==> src/rtl/idq_pkg.sv <==
// idq_pkg: shared types and codes for the indexed deque
// command and result transfer structs, command codes, status codes
// no dependencies
`default_nettype none

package idq_pkg;

    // command codes
    localparam logic [3:0] CMD_PUSH_BACK  = 4'd0;
    localparam logic [3:0] CMD_PUSH_FRONT = 4'd1;
    localparam logic [3:0] CMD_PUSH_AT    = 4'd2;
    localparam logic [3:0] CMD_GET_BACK   = 4'd3;
    localparam logic [3:0] CMD_GET_FRONT  = 4'd4;
    localparam logic [3:0] CMD_GET_AT     = 4'd5;
    localparam logic [3:0] CMD_POP_BACK   = 4'd6;
    localparam logic [3:0] CMD_POP_FRONT  = 4'd7;
    localparam logic [3:0] CMD_POP_AT     = 4'd8;
    localparam logic [3:0] CMD_COUNT      = 4'd9;
    localparam logic [3:0] CMD_FLUSH      = 4'd10;

    // status codes
    localparam logic [1:0] STAT_OK    = 2'd0;
    localparam logic [1:0] STAT_FULL  = 2'd1;
    localparam logic [1:0] STAT_RANGE = 2'd2;

    // one command transfer
    typedef struct packed {
        logic [3:0]  command;
        logic [6:0]  position;
        logic [31:0] item_in;
    } t_cmd_in;

    // one result transfer
    typedef struct packed {
        logic [31:0] item_out;
        logic [6:0]  count_out;
        logic [1:0]  status;
    } t_result;

endpackage

`default_nettype wire

==> src/rtl/idq_ram.sv <==
// idq_ram: generic simple dual-port ram, one write and one registered read port
// no dependencies
`default_nettype none

module idq_ram #(
    parameter int WIDTH = 32,
    parameter int DEPTH = 64
) (
    input  wire logic                     i_clk,
    input  wire logic                     i_we,
    input  wire logic [$clog2(DEPTH)-1:0] i_waddr,
    input  wire logic [WIDTH-1:0]         i_wdata,
    input  wire logic [$clog2(DEPTH)-1:0] i_raddr,
    output logic      [WIDTH-1:0]         o_rdata
);

    logic [WIDTH-1:0] r_mem [DEPTH];
    logic [WIDTH-1:0] r_rdata;

    // write port and registered read port
    always_ff @(posedge i_clk) begin
        if (i_we) begin
            r_mem[i_waddr] <= i_wdata;
        end
        r_rdata <= r_mem[i_raddr];
    end

    assign o_rdata = r_rdata;

endmodule

`default_nettype wire

==> src/rtl/indexed_deque.sv <==
// indexed_deque: bounded ordered list with push, get and pop at back, front or index
// depends on idq_pkg and idq_ram
// sequence: count, flush, spare codes, errors and push at the back go from idle straight to the finish step;
//   other commands walk through run (one ram read per cycle), drain and finish, and for push
//   and pop the entries shift by one place through the single read and write port
// throughput: one command at a time, busy is high until the result cycle
// reset: synchronous active low, clears the count and control; ram contents are not cleared
`default_nettype none

module indexed_deque #(
    parameter int CAPACITY   = 64,
    parameter int ITEM_WIDTH = 32
) (
    input  wire logic             i_clk,
    input  wire logic             i_rst_n,
    input  wire logic             start,
    output logic                  busy,
    input  wire idq_pkg::t_cmd_in i_cmd,
    output logic                  o_done,
    output idq_pkg::t_result      o_result
);

    localparam int SW = (ITEM_WIDTH < 32) ? ITEM_WIDTH : 32;
    localparam int AW = $clog2(CAPACITY);
    localparam int CW = $clog2(CAPACITY + 1);
    localparam int XW = (CW > 7) ? CW : 7;

    typedef enum logic [3:0] {
        ST_IDLE  = 4'b0001,
        ST_RUN   = 4'b0010,
        ST_DRAIN = 4'b0100,
        ST_FIN   = 4'b1000
    } t_state;

    typedef enum logic [2:0] {
        K_NONE,
        K_PUSH,
        K_GET,
        K_POP,
        K_FLUSH
    } t_kind;

    t_state           r_state, n_state;
    t_kind            r_kind, n_kind;
    logic [CW-1:0]    r_count, n_count;
    logic [AW-1:0]    r_at, n_at;
    logic [AW-1:0]    r_ptr, n_ptr;
    logic [AW-1:0]    r_end, n_end;
    logic             r_pend, n_pend;
    logic [AW-1:0]    r_paddr, n_paddr;
    logic [SW-1:0]    r_item, n_item;
    logic [SW-1:0]    r_res, n_res;
    logic [1:0]       r_status, n_status;
    logic             r_done, n_done;
    idq_pkg::t_result r_out, n_out;

    logic             ram_we;
    logic [AW-1:0]    ram_waddr;
    logic [SW-1:0]    ram_wdata;
    logic [SW-1:0]    ram_rdata;

    // command decode
    logic [XW-1:0]    cnt_x;
    logic [XW-1:0]    pos_x;
    logic [XW-1:0]    at_x;
    logic             is_push;
    logic             is_read;
    logic             is_pop;
    logic             full;
    logic             bad;

    assign cnt_x = XW'(r_count);
    assign pos_x = XW'(i_cmd.position);
    assign full  = (r_count == CW'(CAPACITY));

    always_comb begin
        is_push = 1'b0;
        is_read = 1'b0;
        is_pop  = 1'b0;
        at_x    = '0;
        case (i_cmd.command)
            idq_pkg::CMD_PUSH_BACK: begin
                is_push = 1'b1;
                at_x    = cnt_x;
            end
            idq_pkg::CMD_PUSH_FRONT: begin
                is_push = 1'b1;
            end
            idq_pkg::CMD_PUSH_AT: begin
                is_push = 1'b1;
                at_x    = pos_x;
            end
            idq_pkg::CMD_GET_BACK: begin
                is_read = 1'b1;
                at_x    = XW'(cnt_x - XW'(1));
            end
            idq_pkg::CMD_GET_FRONT: begin
                is_read = 1'b1;
            end
            idq_pkg::CMD_GET_AT: begin
                is_read = 1'b1;
                at_x    = pos_x;
            end
            idq_pkg::CMD_POP_BACK: begin
                is_pop = 1'b1;
                at_x   = XW'(cnt_x - XW'(1));
            end
            idq_pkg::CMD_POP_FRONT: begin
                is_pop = 1'b1;
            end
            idq_pkg::CMD_POP_AT: begin
                is_pop = 1'b1;
                at_x   = pos_x;
            end
            default: begin
            end
        endcase
        if (is_push) begin
            bad = full || (at_x > cnt_x);
        end else begin
            bad = (r_count == '0) || (at_x >= cnt_x);
        end
    end

    // sequencer
    always_comb begin
        n_state   = r_state;
        n_kind    = r_kind;
        n_count   = r_count;
        n_at      = r_at;
        n_ptr     = r_ptr;
        n_end     = r_end;
        n_pend    = 1'b0;
        n_paddr   = r_ptr;
        n_item    = r_item;
        n_res     = r_res;
        n_status  = r_status;
        n_done    = 1'b0;
        n_out     = r_out;
        ram_we    = 1'b0;
        ram_waddr = r_at;
        ram_wdata = r_item;

        // pending read data: shift one place or capture the addressed entry
        if (r_pend) begin
            if (r_kind == K_PUSH) begin
                ram_we    = 1'b1;
                ram_waddr = AW'(r_paddr + AW'(1));
                ram_wdata = ram_rdata;
            end else if (r_kind == K_POP && r_paddr != r_at) begin
                ram_we    = 1'b1;
                ram_waddr = AW'(r_paddr - AW'(1));
                ram_wdata = ram_rdata;
            end
            if ((r_kind == K_GET || r_kind == K_POP) && r_paddr == r_at) begin
                n_res = ram_rdata;
            end
        end

        case (r_state)
            ST_IDLE: begin
                if (start) begin
                    n_item   = i_cmd.item_in[SW-1:0];
                    n_res    = '0;
                    n_status = idq_pkg::STAT_OK;
                    n_kind   = K_NONE;
                    n_at     = at_x[AW-1:0];
                    n_state  = ST_FIN;
                    if (is_push || is_read || is_pop) begin
                        if (bad) begin
                            n_status = (is_push && full) ? idq_pkg::STAT_FULL
                                                         : idq_pkg::STAT_RANGE;
                        end else if (is_push) begin
                            n_kind = K_PUSH;
                            n_res  = i_cmd.item_in[SW-1:0];
                            n_ptr  = AW'(r_count - CW'(1));
                            n_end  = at_x[AW-1:0];
                            if (at_x != cnt_x) begin
                                n_state = ST_RUN;
                            end
                        end else if (is_read) begin
                            n_kind  = K_GET;
                            n_ptr   = at_x[AW-1:0];
                            n_end   = at_x[AW-1:0];
                            n_state = ST_RUN;
                        end else begin
                            n_kind  = K_POP;
                            n_ptr   = at_x[AW-1:0];
                            n_end   = AW'(r_count - CW'(1));
                            n_state = ST_RUN;
                        end
                    end else if (i_cmd.command == idq_pkg::CMD_FLUSH) begin
                        n_kind = K_FLUSH;
                    end
                end
            end
            ST_RUN: begin
                // one read per cycle, walking toward the end address
                n_pend  = 1'b1;
                n_paddr = r_ptr;
                if (r_ptr == r_end) begin
                    n_state = ST_DRAIN;
                end else if (r_kind == K_PUSH) begin
                    n_ptr = AW'(r_ptr - AW'(1));
                end else begin
                    n_ptr = AW'(r_ptr + AW'(1));
                end
            end
            ST_DRAIN: begin
                n_state = ST_FIN;
            end
            ST_FIN: begin
                case (r_kind)
                    K_PUSH: begin
                        ram_we    = 1'b1;
                        ram_waddr = r_at;
                        ram_wdata = r_item;
                        n_count   = CW'(r_count + CW'(1));
                    end
                    K_POP: begin
                        n_count = CW'(r_count - CW'(1));
                    end
                    K_FLUSH: begin
                        n_count = '0;
                    end
                    default: begin
                    end
                endcase
                n_done          = 1'b1;
                n_out.item_out  = 32'(r_res);
                n_out.count_out = 7'(n_count);
                n_out.status    = r_status;
                n_state         = ST_IDLE;
            end
            default: begin
                n_state = ST_IDLE;
            end
        endcase
    end

    // control registers
    always_ff @(posedge i_clk) begin
        if (!i_rst_n) begin
            r_state <= ST_IDLE;
            r_kind  <= K_NONE;
            r_count <= '0;
            r_pend  <= 1'b0;
            r_done  <= 1'b0;
        end else begin
            r_state <= n_state;
            r_kind  <= n_kind;
            r_count <= n_count;
            r_pend  <= n_pend;
            r_done  <= n_done;
        end
    end

    // payload registers
    always_ff @(posedge i_clk) begin
        r_at     <= n_at;
        r_ptr    <= n_ptr;
        r_end    <= n_end;
        r_paddr  <= n_paddr;
        r_item   <= n_item;
        r_res    <= n_res;
        r_status <= n_status;
        r_out    <= n_out;
    end

    // entry storage
    idq_ram #(
        .WIDTH(SW),
        .DEPTH(CAPACITY)
    ) u_ram (
        .i_clk  (i_clk),
        .i_we   (ram_we),
        .i_waddr(ram_waddr),
        .i_wdata(ram_wdata),
        .i_raddr(r_ptr),
        .o_rdata(ram_rdata)
    );

    assign busy     = (r_state != ST_IDLE);
    assign o_done   = r_done;
    assign o_result = r_out;

    // a result transfer only follows the finish step
    a_done_after_fin: assert property (@(posedge i_clk) disable iff (!i_rst_n)
        o_done |-> $past(r_state == ST_FIN))
        else $error("result strobe without finish step");

    // the count changes only at the finish step
    a_count_at_fin: assert property (@(posedge i_clk) disable iff (!i_rst_n)
        ($past(i_rst_n) && r_count != $past(r_count)) |-> $past(r_state == ST_FIN))
        else $error("count changed outside finish step");

    // no read is outstanding while idle
    a_idle_no_pend: assert property (@(posedge i_clk) disable iff (!i_rst_n)
        (r_state == ST_IDLE) |-> !r_pend)
        else $error("read outstanding while idle");

endmodule

`default_nettype wire

==> config.mk <==
export PLATFORM = sky130hd
export DESIGN_NAME = indexed_deque
export DESIGN_NICKNAME = d
export VERILOG_FILES = /design/src/rtl/idq_pkg.sv /design/src/rtl/idq_ram.sv /design/src/rtl/indexed_deque.sv
export SDC_FILE = /design/constraint.sdc
export NUM_CORES = 2
export LEC_CHECK = 0
export ABC_AREA = 0
export BUFFER_PORTS_ARGS = -buffer_cell sky130_fd_sc_hd__buf_2
export CAP_MARGIN = 20
export CORE_AREA = 2 2 399 401
export CTS_BUF_LIST = sky130_fd_sc_hd__clkbuf_4 sky130_fd_sc_hd__clkbuf_8
export DETAILED_ROUTE_END_ITERATION = 16
export DIE_AREA = 0 0 401 403
export PLACE_DENSITY = 0.73
export SYNTH_ARGS = -nofsm -noshare
export SYNTH_HDL_FRONTEND = slang
export SYNTH_HIERARCHICAL = 1
export SYNTH_SLANG_ARGS = --single-unit
==> constraint.sdc <==
create_clock -name i_clk -period 5.7 [get_ports i_clk]
set_input_delay 0 -clock i_clk [delete_from_list [all_inputs] [get_ports i_clk]]
set_output_delay 0 -clock i_clk [all_outputs]
set_load 0.01 [all_outputs]
==> impl_metrics.csv <==
group,metric,value,unit
setup_path,rr_endpoint,"n_paddr[3]$_DFFE_PP_",
worst_hold_path,min_path_type,"in2reg",
timing,setup-violations-final,0,
clock_network,tritoncts,"done",
synth,yosys-top-cells-count,"2141 x edfxtp_1, 544 x mux4_2, 170 x nor2_1",
timing,period_share,85.6,%
global_route,grt_first_pass_wirelength,308000,um
clock_network,cts_buffers,357,
global_route,grt_pass1_vias,43600,
synth,netlist_instances,4036,
synth,synth_cell_types,77,
placement,io_buffers,88,
finish,layout.nets,4543,
die,die_x,401,um
global_route,grt_usage,26.7,%
detailed_routing,ant_nets,0,
setup_path,crit_path_start_kind,"flip-flop",
finish,fin_cells,6805,
synth,synth_fp_nets,4098,
timing,clock_skew,0.113,ns
setup_path,crit_path_max_fanout,9,
finish,drive_gt1_share,30.5,%
synth,synth_warnings,6,
clock_network,cts-root-buf,"clkbuf_8",
synth,yosys.area.top_type,"edfxtp_1",
timing,max_slew_margin,26.9,%
placement,gp_congestion,0.888,
detailed_routing,drtIter0Drc,6742,
timing,rsz0062_at_grt,"no",
die,core,157000,um^2
worst_hold_path,min_to,"n_paddr[5]$_DFFE_PP_",
synth,syn_avg_cell_area,21.4,um^2
timing,drv_slew,0,
worst_hold_path,hp-start,"i_cmd[37]",
run,drv_cap,0,
clock_network,htree_levels,5,
global_route,grt_max_degree,101,
clock_network,clk_pin_slew_worst_paths,0.07,ns
detailed_routing,dr.pass1.iters,6,
detailed_routing,wl_per_cell,31.6,um
synth,ys.flop_type,"edfxtp_1",
pwr,ir_drop,0.000229,V
clock_network,insertion_delay,1.08,ns
setup_path,cp.required,6.31,ns
timing,max_freq,0.205,GHz
synth,synth_enable_flop_cells,2141,
finish,n_fill_cell,10500,
setup_path,r2r-start,"cnt_x[0]$_SDFFE_PN0P_",
finish,syn2layout_area_growth,13.3,%
detailed_routing,vias,44600,
placement,dp.cells,6099,
die,start_util,54.7,%
clock_network,cts_buffer_depth,4,
synth,synth_area,86200,um^2
detailed_routing,via_per_inst,6.55,
setup_path,r2r_slack,0.82,ns
global_route,antenna_found_initial,9,
global_route,grt_overflow,0,
setup_path,endpoint_kind,"flip-flop",
die,dieHeight,403,um
finish,final_util,62.0,%
detailed_routing,drc,0,
detailed_routing,totalWireLength,215000,um
worst_hold_path,holdPathStages,5,
die,die-area,162000,um^2
timing,worstMarginPinSlew,1.10,ns
synth,synth.most_common_cell,"edfxtp_1",
setup_path,cp.arrival,5.49,ns
synth,async_reset_ff_share,0,%
run_status,outcome,"completed",
pwr,power.density,337,nW/um^2
synth,synth_top_area_share,74.6,%
timing,timing.setup.tns,0,ns
die,io_pins,89,
die,num_rows,146,
timing,final.min_clock_period,4.88,ns
setup_path,path_class,"reg2reg",
setup_path,r2r_cells,11,
synth,ys_ff_latch,2227,
timing,finalHoldViolations,0,
placement,hpwlAfterDp,127000,um
pwr,total_leakage_power,31.0,nW
clock_network,clkSinkCount,2227,
synth,yosysSeqAreaShare,76.6,%
clock_network,cts_resized,0,
synth,synth.area.top_cells,"edfxtp_1 75%, mux4_2 14%, dfxtp_1 2.0%",
==> power breakdown <==
group	switching, mW	internal, mW
combinational	1.23	0.528
sequential	0.0672	18.2
clock	5.89	7.03
total	7.19	25.7
==> stage by stage <==
stage,hold WS (ns),total power [mW],area [um^2],setup WS [ns]
after floorplan,0.0989,19.5,86200,0.0754
after global placement,0.199,20.2,89900,1.10
after detailed placement,0.196,20.3,89900,1.04
after CTS,0.0289,33.1,97500,0.878
after global routing,0.0634,33.9,97600,0.513
final,0.129,32.9,97600,0.822
==> how the worst max path moves through the flow <==
stage	from	endpoint	slack, ns	depth (start not counted)
floorplan	r_state[1]$_SDFFE_PN0P_	u_ram/r_mem[48][0]$_DFFE_PP_	0.08	9
global placement	r_kind[0]$_SDFFE_PN0P_	u_ram/r_mem[11][25]$_DFFE_PP_	1.10	9
detailed placement	r_kind[0]$_SDFFE_PN0P_	u_ram/r_mem[11][23]$_DFFE_PP_	1.04	9
CTS	cnt_x[0]$_SDFFE_PN0P_	n_paddr[1]$_DFFE_PP_	0.88	11
global route	cnt_x[0]$_SDFFE_PN0P_	n_paddr[3]$_DFFE_PP_	0.51	11
finish	cnt_x[0]$_SDFFE_PN0P_	n_paddr[3]$_DFFE_PP_	0.82	11
==> area by class of cell <==
| class | count | area, um^2 | share of cell area, % |
|---|---|---|---|
| repair buffers | 330 | 2740 | 2.81 |
| inverters | 27 | 101 | 0.104 |
| clock buffers | 495 | 6060 | 6.20 |
| clock inverters | 112 | 608 | 0.623 |
| well taps | 2072 | 2590 | 2.66 |
| multi-input cells | 1538 | 19500 | 20.0 |
| flip-flops and latches | 2227 | 66000 | 67.6 |
| diodes | 4 | 10.0 | 0.0103 |
==> per-layer routing <==
| metal | track usage (%) | vias to the layer above | routed length, um |
|---|---|---|---|
| met4 | 10.3 | 0 | 8270 |
| met3 | 6.53 | 339 | 25200 |
| met1 | 39.6 | 23400 | 84400 |
| li1 | - | 17900 | - |
| met2 | 38.8 | 2887 | 97200 |
| met5 | 0 | - | 0 |
==> sequential cells by signal, indices dropped and copies added, names as in the netlist <==
| name | count |
|---|---|
| cnt_x | 7 |
| n_paddr | 6 |
| o_done | 1 |
| o_result | 41 |
| r_at | 6 |
| r_end | 6 |
| r_item | 32 |
| r_kind | 3 |
| r_paddr | 6 |
| r_pend | 1 |
| r_res | 32 |
| r_state | 4 |
| r_status | 2 |
| u_ram/o_rdata | 32 |
| u_ram/r_mem | 2048 |
==> layout by cell type (no fill, tap or decap), types with 6 or more instances in the layout <==
master            n
ha_1             15
a311oi_1          9
or2_2             6
clkbuf_4        121
clkbuf_8        374
nor2b_1          19
dfxtp_1          86
and3_1            7
clkinv_1         76
nor2_1          106
buf_12           15
xor2_1           12
nand2b_1         12
inv_1            22
nand4_1          40
nand3_1          44
buf_4           131
o21ai_0          14
a22oi_1          14
nor3_1           11
mux2i_1         100
mux2_4           19
a21oi_1          92
nand3b_1          6
dlygate4sd3_1    93
o22ai_1          84
edfxtp_1       2141
mux2_2           19
nand2_1          58
clkinv_2         26
o221ai_1         29
a21o_1           35
nor2_4           62
o31ai_1          68
buf_2            88
o211ai_1          6
mux4_2          544
xnor2_1          21
==> timing repair <==
item,CTS,global route
hold buffers,93,0
endpoints found under the hold margin,134,0
setup buffers,0,0
==> cells by family after synthesis <==
family	after synthesis	share of synthesized area (%)
AOI/OAI and AO/OA	402	3.21
xor gates and xnor gates	33	0.335
adders and majority gates	16	0.241
buffers and inverters	271	1.47
DFF	2227	76.6
muxes	683	15.9
and+or+nand+nor	404	2.25
==> worst max-delay path, stage by stage (launching register included) <==
cell,delay (ns)
dfxtp_1,0.54
inv_1,0.23
ha_1,0.38
inv_1,0.07
a222oi_1,0.46
inv_1,0.15
ha_1,0.33
a211o_1,0.26
dlygate4sd3_1,0.55
a21oi_1,0.42
o221ai_1,0.24
o31ai_1,0.87
(Power assumes the default switching activity.)
